### config.mk
export PLATFORM = sky130hd
export DESIGN_NAME = glucose_sample_statistics_top
export DESIGN_NICKNAME = d
export VERILOG_FILES = /design/src/rtl/core/gss_pkg.sv /design/src/rtl/core/glucose_sample_statistics_top.sv /design/src/rtl/core/gss_ram.sv /design/src/rtl/core/gss_stats.sv /design/src/rtl/core/gss_band.sv
export SDC_FILE = /design/constraint.sdc
export NUM_CORES = 1
export LEC_CHECK = 0
export ABC_CLOCK_PERIOD_IN_PS = 15200
export BUFFER_PORTS_ARGS = -buffer_cell sky130_fd_sc_hd__buf_2
export CAP_MARGIN = 5
export CORE_MARGIN = 10
export CORE_UTILIZATION = 50
export DETAILED_ROUTE_END_ITERATION = 8
export HOLD_SLACK_MARGIN = 0.1
export PLACE_DENSITY = 0.75
export SLEW_MARGIN = 25
export SYNTH_ARGS = -nofsm -noshare
export SYNTH_HDL_FRONTEND = slang
export SYNTH_SLANG_ARGS = --single-unit
### constraint.sdc
create_clock -name clock -period 15.2 [get_ports clock]
set_input_delay 4.56 -clock clock [delete_from_list [all_inputs] [get_ports clock]]
set_output_delay 4.56 -clock clock [all_outputs]
set_load 0.02 [all_outputs]
### src/rtl/core/gss_pkg.sv
`default_nettype none

package gss_pkg;

   localparam int unsigned FIELD_W = 10;
   localparam int unsigned BIN_W = 3;
   localparam int unsigned BIN_SLOTS = 8;

   localparam logic [FIELD_W-1:0] RUN_THR_RESET = 10'd180;
   localparam logic [FIELD_W-1:0] SPIKE_THR_RESET = 10'd40;

   localparam logic [FIELD_W-1:0] BAND_LOW = 10'd70;
   localparam logic [FIELD_W-1:0] BAND_HIGH = 10'd130;

   localparam logic [BIN_W-1:0] BIN_HIGH = 3'd6;
   localparam logic [BIN_W-1:0] BIN_NONE = 3'd7;

   localparam int unsigned CSR_ADDR_W = 1;
   localparam logic [CSR_ADDR_W-1:0] CSR_RUN_THR = 1'b0;
   localparam logic [CSR_ADDR_W-1:0] CSR_SPIKE_THR = 1'b1;

   typedef struct packed {
      logic [FIELD_W-1:0] day_number;
      logic [FIELD_W-1:0] highest_level;
      logic [FIELD_W-1:0] peak_first_day;
      logic [FIELD_W-1:0] tie_day;
      logic               run_of_three;
      logic [FIELD_W-1:0] missing_days;
      logic [FIELD_W-1:0] spike_count;
      logic [FIELD_W-1:0] widest_swing;
      logic [FIELD_W-1:0] widest_swing_day;
   } stats_type;

   // tens bands 70..129, then 130 and up, else below 70
   function automatic logic [BIN_W-1:0] band_of(input logic [FIELD_W-1:0] r);
      logic [BIN_W-1:0] b;
      b = BIN_NONE;
      if (r >= BAND_HIGH) begin
         b = BIN_HIGH;
      end else if (r >= 10'd120) begin
         b = 3'd5;
      end else if (r >= 10'd110) begin
         b = 3'd4;
      end else if (r >= 10'd100) begin
         b = 3'd3;
      end else if (r >= 10'd90) begin
         b = 3'd2;
      end else if (r >= 10'd80) begin
         b = 3'd1;
      end else if (r >= BAND_LOW) begin
         b = 3'd0;
      end
      return b;
   endfunction

endpackage

`default_nettype wire

### src/rtl/core/glucose_sample_statistics_top.sv
`default_nettype none

// Running statistics over a stream of daily glucose readings (0 = not measured).
// Every accepted word yields one result word, in order, after the s1 and output
// registers; a new reading can be taken every cycle unless the output stalls.
// The s1 register is there for the histogram, whose seven bin counts sit in
// a small RAM with a registered read followed by an increment and write back
// (the last write is forwarded, so the same bin on consecutive days is fine).
// Highest level, runs, missing days and spikes update in the accept cycle.
// Day number and all counters stop at MAX_DAYS. The user must write thresholds
// through the csr port (index 0: run, 1: spike) only while idle; not enforced.
module glucose_sample_statistics_top #(
   parameter int unsigned MAX_DAYS = 512
) (
   input  wire logic                           clock,
   input  wire logic                           reset,
   input  wire logic                           req_valid,
   output logic                                req_ready,
   input  wire logic [gss_pkg::FIELD_W-1:0]    req_reading,
   output logic                                rsp_valid,
   input  wire logic                           rsp_ready,
   output logic      [gss_pkg::FIELD_W-1:0]    rsp_day_number,
   output logic      [gss_pkg::FIELD_W-1:0]    rsp_highest_level,
   output logic      [gss_pkg::FIELD_W-1:0]    rsp_peak_first_day,
   output logic      [gss_pkg::FIELD_W-1:0]    rsp_tie_day,
   output logic                                rsp_run_of_three,
   output logic      [gss_pkg::FIELD_W-1:0]    rsp_missing_days,
   output logic      [gss_pkg::FIELD_W-1:0]    rsp_spike_count,
   output logic      [gss_pkg::FIELD_W-1:0]    rsp_widest_swing,
   output logic      [gss_pkg::FIELD_W-1:0]    rsp_widest_swing_day,
   output logic      [gss_pkg::BIN_W-1:0]      rsp_bin_index,
   output logic      [gss_pkg::FIELD_W-1:0]    rsp_bin_count,
   input  wire logic                           csr_we,
   input  wire logic [gss_pkg::CSR_ADDR_W-1:0] csr_addr,
   input  wire logic [gss_pkg::FIELD_W-1:0]    csr_wdata
);

   logic [gss_pkg::FIELD_W-1:0] run_thr_ff, run_thr_in;
   logic [gss_pkg::FIELD_W-1:0] spike_thr_ff, spike_thr_in;

   logic                        s1_vld_ff, s1_vld_in;
   gss_pkg::stats_type          s1_stats_ff;
   logic                        out_vld_ff, out_vld_in;
   gss_pkg::stats_type          out_stats_ff;
   logic [gss_pkg::BIN_W-1:0]   out_bin_ff;
   logic [gss_pkg::FIELD_W-1:0] out_cnt_ff;

   logic                        accept;
   logic                        advance;
   gss_pkg::stats_type          stats;
   logic [gss_pkg::BIN_W-1:0]   s1_bin;
   logic [gss_pkg::FIELD_W-1:0] s1_cnt;

   gss_stats #(
      .MAX_DAYS(MAX_DAYS)
   ) u_stats (
      .clock    (clock),
      .reset    (reset),
      .step     (accept),
      .reading  (req_reading),
      .run_thr  (run_thr_ff),
      .spike_thr(spike_thr_ff),
      .stats    (stats)
   );

   gss_band #(
      .MAX_DAYS(MAX_DAYS)
   ) u_band (
      .clock  (clock),
      .reset  (reset),
      .step   (accept),
      .reading(req_reading),
      .advance(advance),
      .bin    (s1_bin),
      .count  (s1_cnt)
   );

   always_comb begin
      advance = s1_vld_ff && (!out_vld_ff || rsp_ready);
      req_ready = !s1_vld_ff || advance;
      accept = req_valid && req_ready;

      s1_vld_in = accept ? 1'b1 : (advance ? 1'b0 : s1_vld_ff);
      out_vld_in = advance ? 1'b1 : ((out_vld_ff && rsp_ready) ? 1'b0 : out_vld_ff);

      run_thr_in = run_thr_ff;
      spike_thr_in = spike_thr_ff;
      if (csr_we) begin
         unique case (csr_addr)
            gss_pkg::CSR_RUN_THR: run_thr_in = csr_wdata;
            gss_pkg::CSR_SPIKE_THR: spike_thr_in = csr_wdata;
            default: begin
            end
         endcase
      end
   end

   always_ff @(posedge clock) begin
      if (reset) begin
         run_thr_ff <= gss_pkg::RUN_THR_RESET;
         spike_thr_ff <= gss_pkg::SPIKE_THR_RESET;
         s1_vld_ff <= 1'b0;
         out_vld_ff <= 1'b0;
      end else begin
         run_thr_ff <= run_thr_in;
         spike_thr_ff <= spike_thr_in;
         s1_vld_ff <= s1_vld_in;
         out_vld_ff <= out_vld_in;
      end
   end

   always_ff @(posedge clock) begin
      if (accept) begin
         s1_stats_ff <= stats;
      end
      if (advance) begin
         out_stats_ff <= s1_stats_ff;
         out_bin_ff <= s1_bin;
         out_cnt_ff <= s1_cnt;
      end
   end

   assign rsp_valid = out_vld_ff;
   assign rsp_day_number = out_stats_ff.day_number;
   assign rsp_highest_level = out_stats_ff.highest_level;
   assign rsp_peak_first_day = out_stats_ff.peak_first_day;
   assign rsp_tie_day = out_stats_ff.tie_day;
   assign rsp_run_of_three = out_stats_ff.run_of_three;
   assign rsp_missing_days = out_stats_ff.missing_days;
   assign rsp_spike_count = out_stats_ff.spike_count;
   assign rsp_widest_swing = out_stats_ff.widest_swing;
   assign rsp_widest_swing_day = out_stats_ff.widest_swing_day;
   assign rsp_bin_index = out_bin_ff;
   assign rsp_bin_count = out_cnt_ff;

endmodule

`default_nettype wire

### src/rtl/core/gss_ram.sv
`default_nettype none

module gss_ram #(
   parameter int unsigned WIDTH = 8,
   parameter int unsigned DEPTH = 8
) (
   input  wire logic                     clock,
   input  wire logic                     wr_en,
   input  wire logic [$clog2(DEPTH)-1:0] wr_addr,
   input  wire logic [WIDTH-1:0]         wr_data,
   input  wire logic                     rd_en,
   input  wire logic [$clog2(DEPTH)-1:0] rd_addr,
   output logic      [WIDTH-1:0]         rd_data
);

   logic [WIDTH-1:0] mem_ff [DEPTH];
   logic [WIDTH-1:0] rd_data_ff;

   always_ff @(posedge clock) begin
      if (wr_en) begin
         mem_ff[wr_addr] <= wr_data;
      end
      if (rd_en) begin
         rd_data_ff <= mem_ff[rd_addr];
      end
   end

   assign rd_data = rd_data_ff;

endmodule

`default_nettype wire

### src/rtl/core/gss_stats.sv
`default_nettype none

module gss_stats #(
   parameter int unsigned MAX_DAYS = 512
) (
   input  wire logic                        clock,
   input  wire logic                        reset,
   input  wire logic                        step,
   input  wire logic [gss_pkg::FIELD_W-1:0] reading,
   input  wire logic [gss_pkg::FIELD_W-1:0] run_thr,
   input  wire logic [gss_pkg::FIELD_W-1:0] spike_thr,
   output gss_pkg::stats_type               stats
);

   localparam int unsigned CW = $clog2(MAX_DAYS + 1);
   localparam int unsigned WW = (CW > gss_pkg::FIELD_W) ? CW : gss_pkg::FIELD_W;
   localparam logic [CW-1:0] MAX_C = CW'(MAX_DAYS);
   localparam logic [CW-1:0] ONE_C = CW'(1);
   localparam logic [CW-1:0] TWO_C = CW'(2);

   function automatic logic [CW-1:0] sat_inc(input logic [CW-1:0] v);
      return (v < MAX_C) ? v + ONE_C : MAX_C;
   endfunction

   function automatic logic [gss_pkg::FIELD_W-1:0] to_field(input logic [CW-1:0] v);
      logic [WW-1:0] t;
      t = WW'(v);
      return t[gss_pkg::FIELD_W-1:0];
   endfunction

   logic [gss_pkg::FIELD_W-1:0] prev_ff, prev_in;
   logic [gss_pkg::FIELD_W-1:0] prev2_ff, prev2_in;
   logic [CW-1:0]               days_ff, days_in;
   logic [gss_pkg::FIELD_W-1:0] peak_ff, peak_in;
   logic [CW-1:0]               peak_day_ff, peak_day_in;
   logic [CW-1:0]               tie_day_ff, tie_day_in;
   logic [CW-1:0]               zeros_ff, zeros_in;
   logic [CW-1:0]               spikes_ff, spikes_in;
   logic [gss_pkg::FIELD_W-1:0] jump_ff, jump_in;
   logic [CW-1:0]               jump_day_ff, jump_day_in;

   logic                        first_day;
   logic                        pair_ok;
   logic                        run;
   logic [gss_pkg::FIELD_W-1:0] diff;

   always_comb begin
      first_day = (days_ff == '0);
      days_in = sat_inc(days_ff);
      prev_in = reading;
      prev2_in = prev_ff;

      peak_in = peak_ff;
      peak_day_in = peak_day_ff;
      tie_day_in = tie_day_ff;
      if (first_day || reading > peak_ff) begin
         peak_in = reading;
         peak_day_in = days_in;
         tie_day_in = '0;
      end else if (reading == peak_ff && days_in != peak_day_ff) begin
         tie_day_in = days_in;
      end

      run = (days_ff >= TWO_C) && (reading > run_thr) && (prev_ff > run_thr) &&
            (prev2_ff > run_thr);

      zeros_in = (reading == '0) ? sat_inc(zeros_ff) : zeros_ff;

      pair_ok = !first_day && (reading != '0) && (prev_ff != '0);
      diff = (reading > prev_ff) ? reading - prev_ff : prev_ff - reading;
      spikes_in = spikes_ff;
      jump_in = jump_ff;
      jump_day_in = jump_day_ff;
      if (pair_ok) begin
         if (diff >= spike_thr) begin
            spikes_in = sat_inc(spikes_ff);
         end
         if (diff > jump_ff) begin
            jump_in = diff;
            jump_day_in = days_in - ONE_C;
         end
      end

      stats.day_number = to_field(days_in);
      stats.highest_level = peak_in;
      stats.peak_first_day = to_field(peak_day_in);
      stats.tie_day = to_field(tie_day_in);
      stats.run_of_three = run;
      stats.missing_days = to_field(zeros_in);
      stats.spike_count = to_field(spikes_in);
      stats.widest_swing = jump_in;
      stats.widest_swing_day = to_field(jump_day_in);
   end

   always_ff @(posedge clock) begin
      if (reset) begin
         prev_ff <= '0;
         prev2_ff <= '0;
         days_ff <= '0;
         peak_ff <= '0;
         peak_day_ff <= '0;
         tie_day_ff <= '0;
         zeros_ff <= '0;
         spikes_ff <= '0;
         jump_ff <= '0;
         jump_day_ff <= '0;
      end else if (step) begin
         prev_ff <= prev_in;
         prev2_ff <= prev2_in;
         days_ff <= days_in;
         peak_ff <= peak_in;
         peak_day_ff <= peak_day_in;
         tie_day_ff <= tie_day_in;
         zeros_ff <= zeros_in;
         spikes_ff <= spikes_in;
         jump_ff <= jump_in;
         jump_day_ff <= jump_day_in;
      end
   end

endmodule

`default_nettype wire

### src/rtl/core/gss_band.sv
`default_nettype none

module gss_band #(
   parameter int unsigned MAX_DAYS = 512
) (
   input  wire logic                        clock,
   input  wire logic                        reset,
   input  wire logic                        step,
   input  wire logic [gss_pkg::FIELD_W-1:0] reading,
   input  wire logic                        advance,
   output logic      [gss_pkg::BIN_W-1:0]   bin,
   output logic      [gss_pkg::FIELD_W-1:0] count
);

   localparam int unsigned CW = $clog2(MAX_DAYS + 1);
   localparam int unsigned WW = (CW > gss_pkg::FIELD_W) ? CW : gss_pkg::FIELD_W;
   localparam logic [CW-1:0] MAX_C = CW'(MAX_DAYS);
   localparam logic [CW-1:0] ONE_C = CW'(1);

   logic [gss_pkg::BIN_W-1:0]     bin_ff, bin_in;
   logic [gss_pkg::BIN_SLOTS-1:0] valid_ff, valid_in;
   logic                          last_vld_ff, last_vld_in;
   logic [gss_pkg::BIN_W-1:0]     last_bin_ff, last_bin_in;
   logic [CW-1:0]                 last_cnt_ff, last_cnt_in;

   logic [CW-1:0]                 rd_data;
   logic [CW-1:0]                 cur_cnt;
   logic [CW-1:0]                 new_cnt;
   logic                          wr_en;
   logic [WW-1:0]                 wide_cnt;

   gss_ram #(
      .WIDTH(CW),
      .DEPTH(gss_pkg::BIN_SLOTS)
   ) u_ram (
      .clock  (clock),
      .wr_en  (wr_en),
      .wr_addr(bin_ff),
      .wr_data(new_cnt),
      .rd_en  (step),
      .rd_addr(bin_in),
      .rd_data(rd_data)
   );

   always_comb begin
      bin_in = gss_pkg::band_of(reading);

      // last write forwarded over the registered read
      if (last_vld_ff && last_bin_ff == bin_ff) begin
         cur_cnt = last_cnt_ff;
      end else if (valid_ff[bin_ff]) begin
         cur_cnt = rd_data;
      end else begin
         cur_cnt = '0;
      end
      new_cnt = (cur_cnt < MAX_C) ? cur_cnt + ONE_C : MAX_C;

      wr_en = advance && (bin_ff != gss_pkg::BIN_NONE);

      valid_in = valid_ff;
      last_vld_in = last_vld_ff;
      last_bin_in = last_bin_ff;
      last_cnt_in = last_cnt_ff;
      if (wr_en) begin
         valid_in[bin_ff] = 1'b1;
         last_vld_in = 1'b1;
         last_bin_in = bin_ff;
         last_cnt_in = new_cnt;
      end

      wide_cnt = WW'(new_cnt);
      bin = bin_ff;
      count = (bin_ff == gss_pkg::BIN_NONE) ? '0 : wide_cnt[gss_pkg::FIELD_W-1:0];
   end

   always_ff @(posedge clock) begin
      if (reset) begin
         valid_ff <= '0;
         last_vld_ff <= 1'b0;
      end else begin
         valid_ff <= valid_in;
         last_vld_ff <= last_vld_in;
      end
   end

   always_ff @(posedge clock) begin
      if (step) begin
         bin_ff <= bin_in;
      end
      last_bin_ff <= last_bin_in;
      last_cnt_ff <= last_cnt_in;
   end

endmodule

`default_nettype wire

==> results.toml <==
[synth]
ys_ff_latch = 412
syn_inst = 1656
ys_seq_area_share_pct = 58.8
synthArstFlopShare_pct = 0
synth.avg_cell_area_um2 = 11.4
synth_edf_count = 281
synthDistinctLibCells = 84
netlist_area_um2 = 18800
synth_ff_type = "edfxtp_1"
ys_warn_count = 0

[worst_setup_path]
crit_required_ns = 10.64
critPathCaptureType = "primary output"
slowest_delay_ns = 0.31
crit_type = "input port to primary output"
crit_path_cell_trace = "buf_2, nor2b_1, nand2_1, buf_2"
cp_top_family = "simple AND/OR/NAND/NOR gates"
r2r_cells = 15
cp_slowest_cell = "nor2b_1"
path_depth = 4
worst-path-max-fanout = 4
crit_buf_inv = 2
cp.arrival_ns = 5.29
critPathMostFrequentCell = "buf_2"
start_kind = "input port"

[outcome]
status = "finished clean"

[clocking]
cts.sink_count = 412
cts_hold_buf = 0
htreeDepth = 2
clock_latency_ns = 0.56
cts_setup_buffers = 0
numCtsBuffers = 41
cts_resized = 0
cts_buffer_depth = 3
root_buffer = "clkbuf_16"
clk_pin_slew_ns = 0.06
cts_tree = "yes"

[global_route]
grt_pass1_vias = 12500
antenna_found_initial = 1
grt_pass1_wl_um = 68000
grt-ovfl-total = 0
grt_max_degree = 85
grtUsageTotal_pct = 18.1

[routing]
num_vias = 13000
antenna_left = 0
routed_via_density = 5.64
remaining_drc_errors = 0
drtPass1Iterations = 6
finalWirelength_um = 42300
drtIter0Drc = 875
wl_per_cell_um = 18.4

[final_layout]
regMostFlops = "s1_stats_ff"
drive_above_1_share_pct = 13.2
final_common_cell = "edfxtp_1"
area_growth_pct = 12.6
mostFrequentLayoutCells = "edfxtp_1, nand2_1, dfxtp_1"
n_antenna_cell = 0
fillers = 2993
largest_register_ffs = 81
final_nets = 1878
final_cells = 2301
reg.largest.list = "s1_stats_ff (81), u_band.u_ram.mem_ff (80)"
design_area_um2 = 21200

[placed_design]
placed_cells = 2226
hpwl_um = 29200
placed_area_um2 = 19900
port_buffers = 121
place.gp.congestion = 0.934

[floorplan]
dieArea_um2 = 45800
coreArea_um2 = 36900
num_io_pins = 122
die_x_um = 214
fp.dieH_um = 214
fp-row-count = 70
start_util_pct = 51.0

[worst_hold_path]
whs_path_depth = 0
min_path_type = "register to register"

[timing]
maxSlewViolCount = 0
fin_crit_ns = 9.85
relSlewSlack_pct = 29.5
period_share_pct = 64.8
hold_viol = 0
grt_setup_unrepaired = "false"
final.setup.tns_ns = 0
fin_worst_skew_ns = 0.0175
worstMarginPinSlew_ns = 1.05
fmax_ghz = 0.102
setup_violations = 0

[power]
leakagePower_nw = 7.90
ir_worst_vdd_v = 0.0000654
power_density_nw_per_um2 = 121

[flow_run]
drv_cap = 0
[cells by family (layout without fill, tap and decap cells)]
logic type | Yosys count | in the layout | share of synthesized area [%]
AOI/OAI and AO/OA | 360 | 360 | 12.7
other | 1 | 10 | 0.0199
buffers and inverters | 177 | 309 | 3.79
and+or+nand+nor | 501 | 501 | 12.6
muxes | 87 | 87 | 4.71
adders and majority gates | 87 | 87 | 5.87
DFF | 412 | 412 | 58.8
xor gates and xnor gates | 31 | 31 | 1.44
[worst reg2reg max path: stages (launching register included)]
cell and delay, ns:
dfxtp_1 0.52, inv_1 0.14, fa_1 0.45, a211oi_1 0.31, o211ai_1 0.24, a41oi_4 0.41, or2_1 0.37, mux2_2 0.41
a21boi_2 0.19, xnor2_1 0.22, ha_1 0.28, and3_1 0.19, a2111oi_1 0.70, o21ai_0 0.37, nand2_1 0.43, mux2_2 0.40
[where the power goes]
group	switching, mW	total [mW]	internal, mW
Clock	0.409	0.960	0.551
Combinational	0.199	0.305	0.105
Sequential	0.0317	1.30	1.27
[area by class of cell]
class / instances / area [µm²] / share of cell area [%]
clock inverter: 20 / 151 / 0.715
sequential: 412 / 11100 / 52.3
inverter: 100 / 378 / 1.79
timing repair buffer: 134 / 706 / 3.33
multi-input combinational: 1076 / 7120 / 33.7
tap: 504 / 631 / 2.98
clock buffer: 55 / 1120 / 5.28
[per-layer routing]
layer	wire, µm	vias up	global-route usage [%]
met5	8	-	0
met4	1010	2	6.67
met3	3060	68	3.35
met2	19000	429	27.8
met1	19200	6262	25.2
li1	-	6224	-
[synth_stat cells, types with 4 or more instances]
| library cell | n | area share, % |
|---|---|---|
| o22ai_1 | 6 | 0.20 |
| o21bai_1 | 9 | 0.36 |
| o211ai_1 | 11 | 0.44 |
| o31ai_1 | 16 | 0.64 |
| nand3_1 | 23 | 0.61 |
| or3_1 | 5 | 0.17 |
| nand4b_1 | 4 | 0.19 |
| and3_1 | 9 | 0.30 |
| mux2_2 | 12 | 0.72 |
| inv_1 | 98 | 2.0 |
| a31oi_1 | 5 | 0.17 |
| ha_1 | 85 | 5.7 |
| a211oi_1 | 21 | 0.84 |
| clkbuf_1 | 46 | 0.92 |
| xor2_1 | 8 | 0.37 |
| dfxtp_1 | 131 | 14 |
| xnor2_1 | 23 | 1.1 |
| a21o_1 | 17 | 0.68 |
| or2_2 | 8 | 0.27 |
| nor2b_1 | 20 | 0.67 |
| nand4_1 | 25 | 0.83 |
| nor4_1 | 8 | 0.27 |
| buf_2 | 20 | 0.53 |
| and4_1 | 5 | 0.23 |
| nand2b_1 | 14 | 0.47 |
| o21ai_0 | 60 | 1.6 |
| o32ai_1 | 4 | 0.19 |
| nor2_1 | 106 | 2.1 |
| and2_1 | 9 | 0.30 |
| nand2_1 | 222 | 4.4 |
| nor3b_1 | 5 | 0.20 |
| buf_1 | 7 | 0.14 |
| o21a_1 | 23 | 0.92 |
| o41ai_1 | 8 | 0.37 |
| a32o_1 | 7 | 0.37 |
| o21ai_1 | 5 | 0.13 |
| edfxtp_1 | 281 | 45 |
| a21oi_1 | 111 | 3.0 |
| nor3_1 | 18 | 0.48 |
| a22o_1 | 10 | 0.47 |
| a22oi_1 | 15 | 0.60 |
| mux2i_1 | 75 | 4.0 |
[path summary, 6_finish.rpt]
check | from | endpoint | slack [ns]
hold reg to reg | s1_stats_ff[18]$_DFFE_PP_ | rsp_widest_swing[8]$_DFFE_PP_ | 0.41
setup / recovery | rsp_ready | req_ready | 5.35
setup reg to reg | u_stats.prev2_in[1]$_SDFFE_PP0P_ | s1_stats_ff[20]$_DFFE_PP_ | 9.28
hold / removal | s1_stats_ff[18]$_DFFE_PP_ | rsp_widest_swing[8]$_DFFE_PP_ | 0.41
[per-stage QoR]
step                worst slack (ns)  total power, mW  util, %  hold WS, ns
floorplan                       4.39             1.53        -        0.400
CTS                             5.36             2.58     57.4        0.417
global route                    5.15             2.67     57.4        0.422
global placement                5.04             1.61     53.9        0.401
detailed placement              4.88             1.62     53.9        0.405
finish                          5.35             2.56     57.4        0.415
Power figures use the tool's default switching activity.
